## src/design/cbl_pkg.sv

```systemverilog
// Shared widths and constants for the look-at camera basis pipeline.
`timescale 1ns / 1ps

package cbl_pkg;

  // Input coordinate and output axis component width.
  localparam int COORD_W    = 32;
  // Focal length and sensor size width.
  localparam int SIZE_W     = 31;
  // Normalized magnitude width, top bit in [2^30, 2^31).
  localparam int NORM_W     = 31;
  // Unit vector component width, signed Q2.30.
  localparam int UNIT_W     = 32;
  localparam int UNIT_SHIFT = 30;
  // Sum of squares, square root and divider numerator widths.
  localparam int SUM_W      = 64;
  localparam int ROOT_W     = 32;
  localparam int NUM_W      = 62;
  // Cross product width and width of the rounded down axis.
  localparam int CROSS_W    = 64;
  localparam int DOWN_W     = 34;
  // Difference of two coordinates.
  localparam int DIFF_W     = 33;

endpackage

```

## src/design/cbl_scale.sv

```systemverilog
// Three-stage scaler: sign * round(|u| * s / 2^K), saturated to 32 bits.
`timescale 1ns / 1ps

module cbl_scale #(
  parameter int UW = 32,
  parameter int K  = 30
) (
  input  logic                               clk_i,
  input  logic                               en_i,
  input  logic signed [UW-1:0]               u_i,
  input  logic [cbl_pkg::SIZE_W-1:0]         s_i,
  output logic signed [cbl_pkg::COORD_W-1:0] y_o
);

  localparam int SZ = cbl_pkg::SIZE_W;
  localparam int PW = UW + SZ;
  localparam int RW = PW + 1 - K;
  localparam int OW = cbl_pkg::COORD_W;
  localparam logic [RW-1:0] NEG_LIM = RW'(64'h8000_0000);
  localparam logic [RW-1:0] POS_LIM = RW'(64'h7FFF_FFFF);

  logic [UW-1:0]  mag_q;
  logic [SZ-1:0]  s_q;
  logic           neg1_q, neg2_q;
  logic [PW-1:0]  prod_q;
  logic [PW:0]    rnd;
  logic [RW-1:0]  r;
  logic [OW-1:0]  y_d, y_q;

  // Round half up on the magnitude, then saturate per sign.
  always_comb begin
    rnd = (PW+1)'(prod_q) + ((PW+1)'(1) << (K - 1));
    r   = rnd[PW:K];
    if (neg2_q) begin
      y_d = (r > NEG_LIM) ? OW'(32'h8000_0000) : -r[OW-1:0];
    end else begin
      y_d = (r > POS_LIM) ? OW'(32'h7FFF_FFFF) : r[OW-1:0];
    end
  end

  always_ff @(posedge clk_i) begin
    if (en_i) begin
      neg1_q <= u_i[UW-1];
      mag_q  <= u_i[UW-1] ? UW'(-u_i) : UW'(u_i);
      s_q    <= s_i;
      neg2_q <= neg1_q;
      prod_q <= PW'(mag_q) * PW'(s_q);
      y_q    <= y_d;
    end
  end

  assign y_o = y_q;

endmodule

```

## config.mk

```make
export PLATFORM = sky130hd
export DESIGN_NAME = cbl_scale
export DESIGN_NICKNAME = d
export VERILOG_FILES = /design/src/design/cbl_pkg.sv /design/src/design/cbl_scale.sv
export SDC_FILE = /design/constraint.sdc
export NUM_CORES = 2
export LEC_CHECK = 0
export BUFFER_PORTS_ARGS = -buffer_cell sky130_fd_sc_hd__buf_2
export CORE_MARGIN = 1.5
export CORE_UTILIZATION = 57
export CTS_CLUSTER_DIAMETER = 80
export DETAILED_ROUTE_END_ITERATION = 16
export MAX_ROUTING_LAYER = met4
export PLACE_DENSITY = 0.73
export SYNTH_ARGS = -nofsm -noshare
export SYNTH_HDL_FRONTEND = slang
export SYNTH_SLANG_ARGS = --single-unit
export TNS_END_PERCENT = 30
```

## constraint.sdc

```tcl
create_clock -name clk_i -period 13.9 [get_ports clk_i]
set_input_delay 1.39 -clock clk_i [delete_from_list [all_inputs] [get_ports clk_i]]
set_output_delay 1.39 -clock clk_i [all_outputs]
set_load 0.02 [all_outputs]
```

---- Word level (Yosys, flattened, before mapping) ----
Index checks and enable logic that the tools add are counted.
Widths: inputs -> output; s select.
word-level totals
  memory bits (read-only) ................. 0
  bits in latches ......................... 0
  input bits .............................. 65
  output and inout port bits .............. 32
  bits in registers ....................... 160
  memories ................................ 0
  RAM bits ................................ 0
operators by class
  equality and inequality tests ........... 0
  shift operators ......................... 0
  bitwise gates (word level) .............. 0
  order comparisons ....................... 2
  muxes and demuxes ....................... 4
  reductions and logical operators ........ 0
  divide/modulo/power cells ............... 0
  add/subtract/negate cells ............... 3
  multipliers ............................. 1
operators with widths
  kind                    count
  $mux 32                 3
  $add 63x30->64 const B  1
  $neg 32->32             2
  $mul 32x31->63          1
  $gt 34x31->1 const B    1
  $gt 34x32->1 const B    1
  $mux 31                 1

---- Longest topological paths before layout ----
  depth after elaboration ................. 4
  gate-level depth with buffers ........... 28

---- Worst setup path before layout ----
Ideal clock, no wire load.
  kind .................................... register to register
  start point ............................. register mag_q[30]
  end point ............................... register prod_q[58], data pin
  setup slack ............................. 6.431 ns
  library setup time ...................... 0.265 ns
  path buffers ............................ 2
  arrival ................................. 7.204 ns
  stages on the path, launching flop included .. 27
  cells stage by stage .................... edfxtp_1 -> clkbuf_1 -> nand2_1 -> fa_1 -> inv_1 -> fa_1 -> fa_1 -> inv_1 -> fa_1 -> inv_1 -> fa_1 -> fa_1 -> fa_1 -> inv_1 -> fa_1 -> inv_1 -> ha_1 -> clkbuf_1 -> nand4_1 -> nor4_1 -> nand3_1 -> a2111oi_0 -> a22oi_1 -> a31oi_1 -> a41oi_1 -> o21ai_0 -> xor2_1
between the ends
  longest elaborated chain between the ends .. 1
RTL lines
  item                    line             text
  from (decl)             cbl_scale.sv:22  logic [UW-1:0] mag_q;
  from (signal assigned)  cbl_scale.sv:44  mag_q <= u_i[UW-1] ? UW'(-u_i) : UW'(u_i);
  $mul 32x31->63          cbl_scale.sv:47  prod_q <= PW'(mag_q) * PW'(s_q);
  to (signal assigned)    cbl_scale.sv:47
  to (decl)               cbl_scale.sv:25  logic [PW-1:0] prod_q;
No other way between the ends.
A chain may end at the register's enable or synchronous reset.

---- Final worst setup path ----
  start point ............................. register s_q[10]
  end point ............................... register prod_q[58], data pin
between the ends
  longest elaborated chain between the ends .. 1
RTL lines
  item                    line             text
  from (decl)             cbl_scale.sv:23  logic [SZ-1:0] s_q;
  from (signal assigned)  cbl_scale.sv:45  s_q <= s_i;
  $mul 32x31->63          cbl_scale.sv:47
No other way between the ends.

==> results by group <==
Global routing
  – First-pass GRT wire length: 165500 um
  – Overflow after GRT: 0
  – Vias in the first global route: between 20000 and 30000
  – Total GRT Usage: 32.23%
  – Largest net degree at the start of global routing: just over 80
  – Initial antenna violation count: 2

Final layout
  – Layout area overhead: 4.541%
  – Design area: 40090 um^2
  – FILL cells: between 5000 and 6000
  – Share of cells above drive strength 1: 5.568%
  – Footprint of the multi-input gates: a little over 30000 um^2
  – Nets: 5197
  – Register cell area after layout: between 3000 and 4000 um^2

Route
  – Routed vias/inst: 5.776
  – Detail Route Antenna Nets: 0
  – Routed wire length: 102200 um
  – # DRC: 0
  – Wirelength per Cell: 20.91 um
  – Detailed Routing Iterations Pass 1: 5
  – Via count: 28231
  – Initial DRC Count: 2110

Logic synthesis
  – Top-count cell post-synth: fa_1
  – Synthesized cell area: 38350 um^2
  – Synth area leaders: fa_1 45%, edfxtp_1 10%, and2_1 8.7%, ha_1 8.4%, inv_1 8.3%
  – Post-synth EDFFs: 131
  – Ys async rst share: 0%
  – Cell variety after synth: 79
  – Top_reg_cell synth: edfxtp_1
  – Top cells by count, synth: 865 x fa_1, 843 x inv_1, 556 x nand2_1, 531 x and2_1, 257 x ha_1
  – Yosys warns: 0
  – Seq/Total Area, Yosys: 10.26%
  – Syn_area_per_cell: between 9 and 10 um^2
  – Post-synthesis register bit count: around 130
  – Cell taking the most area after synthesis: fa_1
  – Mapped Cells: 4063
  – Net count after synthesis: 5250
  – Area share of the leading cell type in the synthesized netlist: 45.15%

Min path
  – Hold_sp: prod_q[49]
  – Tightest Hold Check Type: flip-flop to flip-flop
  – WHS Endpoint: y_o[19]
  – Hold-critical path depth: 2

Clock tree
  – CTS tree: done
  – CTS-repair resized insts: 0
  – Clock root cell: clkbuf_16
  – Post-CTS Setup Bufs: 0
  – CTS buffer count: 17
  – Clock Latency Late Sink: 0.51 ns
  – CTS Sinks: 131
  – H-tree levels: 4
  – Post-CTS Hold Fix Bufs: 0
  – Clock Path Buffers: 2
  – Clock slew at reported path FFs: ~0.07 ns

Setup path
  – CP max-delay cell: edfxtp_1
  – Crit path buf inv count: 3
  – Slowest cell delay on critical path: 1.21 ns
  – Most used cell along the critical path: fa_1
  – Kind of critical path: flip-flop to flip-flop
  – Worst R2R End: prod_q[58]
  – Crit start category: flip-flop
  – Reg2reg start: s_q[10]
  – Crit Path Max Fanout: 32
  – Setup crit end kind: flip-flop
  – CP top delay family: adder cells
  – Critical Path RT: 14.14 ns
  – Arr. time, crit path: roughly 10 ns
  – Reg2reg path depth: 22
  – CP cell instances: nand2_1, fa_1, fa_1, fa_1, fa_1, inv_1, fa_1, fa_1, fa_1, inv_1, fa_1, inv_1, ha_1, nand4_1, nor4_1, nand3_1, a2111oi_0, a22oi_1, a31oi_1, a41oi_1, o21ai_0, xor2_1
  – Setup slack, reg-to-reg: 4.11 ns

STA
  – Fmax: 102.1 MHz
  – Fin. Hold Viols: 0
  – Setup TNS: 0 ns
  – Worst setup margin: 4.109 ns
  – Slew Limit Fails: 0
  – Worst Clk Skew: 0.01585 ns
  – Tcrit/Tclk final: 70.44%
  – Final setup vio count: 0
  – Min Clock Period, post-route: 9.791 ns
  – RSZ-0062 raised after global routing: false
  – Relative slew slack: 9.854%
  – Worst hold slack: 0.7631 ns
  – Slew @ Worst Pin: 1.352 ns

Placed design
  – DPL Wire Length: approximately 76000 um
  – Setup slack at placement: roughly 4.2 ns
  – Port buffer count: 96
  – RePlAce Congestion: approximately 0.94
  – Placed Instance Area: 39480 um^2

Die
  – Die span in x: approximately 260 um
  – Row Count: 94
  – Die Ht: 262.4 um
  – Die area: 68850 um^2
  – Top-Level Pins: 97
  – Starting Density: 57.92%
  – Core area: 66220 um^2

Outcome
  – Status: finished clean

Job
  – Max_cap viols: 0
## routing by layer
metal	share of wire, %	global-route usage [%]	wire [um]
met3	7.8	4.751	7980
met2	48	50.96	48890
met5	0	-	0
met4	5.9	16.99	6079
met1	38	40.48	39280
## sequential cells by signal, summed over array words and instances (netlist names)
| name | cells |
|---|---|
| s_q | 31 |
| neg2_q | 1 |
| prod_q | 34 |
| y_o | 32 |
| mag_q | 32 |
| neg1_q | 1 |
## layout make-up
cell class,instances,share of cell area (%)
multi-input combinational,2859,75.69
sequential,131,9.812
inverter,843,7.893
antenna,1,0.006242
clock buffer,17,1.061
clock inverter,15,0.4650
timing repair buffer,158,2.375
tap,864,2.696
## logic make-up after synthesis
family | share of synthesized area (%)
and+or+nand+nor | 17.98
AOI/OAI and AO/OA | 5.125
muxes | 0.1077
buffers and inverters | 10.61
DFF | 10.26
xor gates and xnor gates | 2.375
adders and majority gates | 53.54
## cell usage in the layout, fill, tap and decap left out, types with 44 or more instances in the layout
cell type	n
and2_1	531
nand2_1	556
edfxtp_1	131
ha_1	257
nor2_1	61
inv_1	843
nand3_1	46
fa_1	865
xnor2_1	74
a21oi_1	82
buf_4	62
buf_2	95
o21ai_0	44
## worst max-delay path by stage
stage / cells after the start / from / end
2_1_floorplan: 26 / mag_q[30] / prod_q[58]
3_3_place_gp: 22 / mag_q[27] / prod_q[58]
3_5_place_dp: 22 / mag_q[27] / prod_q[58]
4_1_cts: 22 / mag_q[27] / prod_q[58]
5_1_grt: 24 / mag_q[30] / prod_q[58]
6_report: 22 / s_q[10] / prod_q[58]
## per-stage QoR
stage,instances,util (%)
6_report,4888,60.55
5_1_grt,4888,60.55
4_1_cts,4887,60.54
3_5_place_dp,4855,59.62
3_3_place_gp,4855,59.62
2_1_floorplan,4063,-
## tightest hold or removal path: cells and delay by family (launching register included)
| kind | cells | cell delay (ns) |
|---|---|---|
| xor gates and xnor gates | 1 | 0.12 |
| DFF | 1 | 0.36 |
| AOI/OAI and AO/OA | 1 | 0.16 |
Power is not shown: default switching activity piles up to over one toggle a cycle in this logic, so the estimate is an artifact.
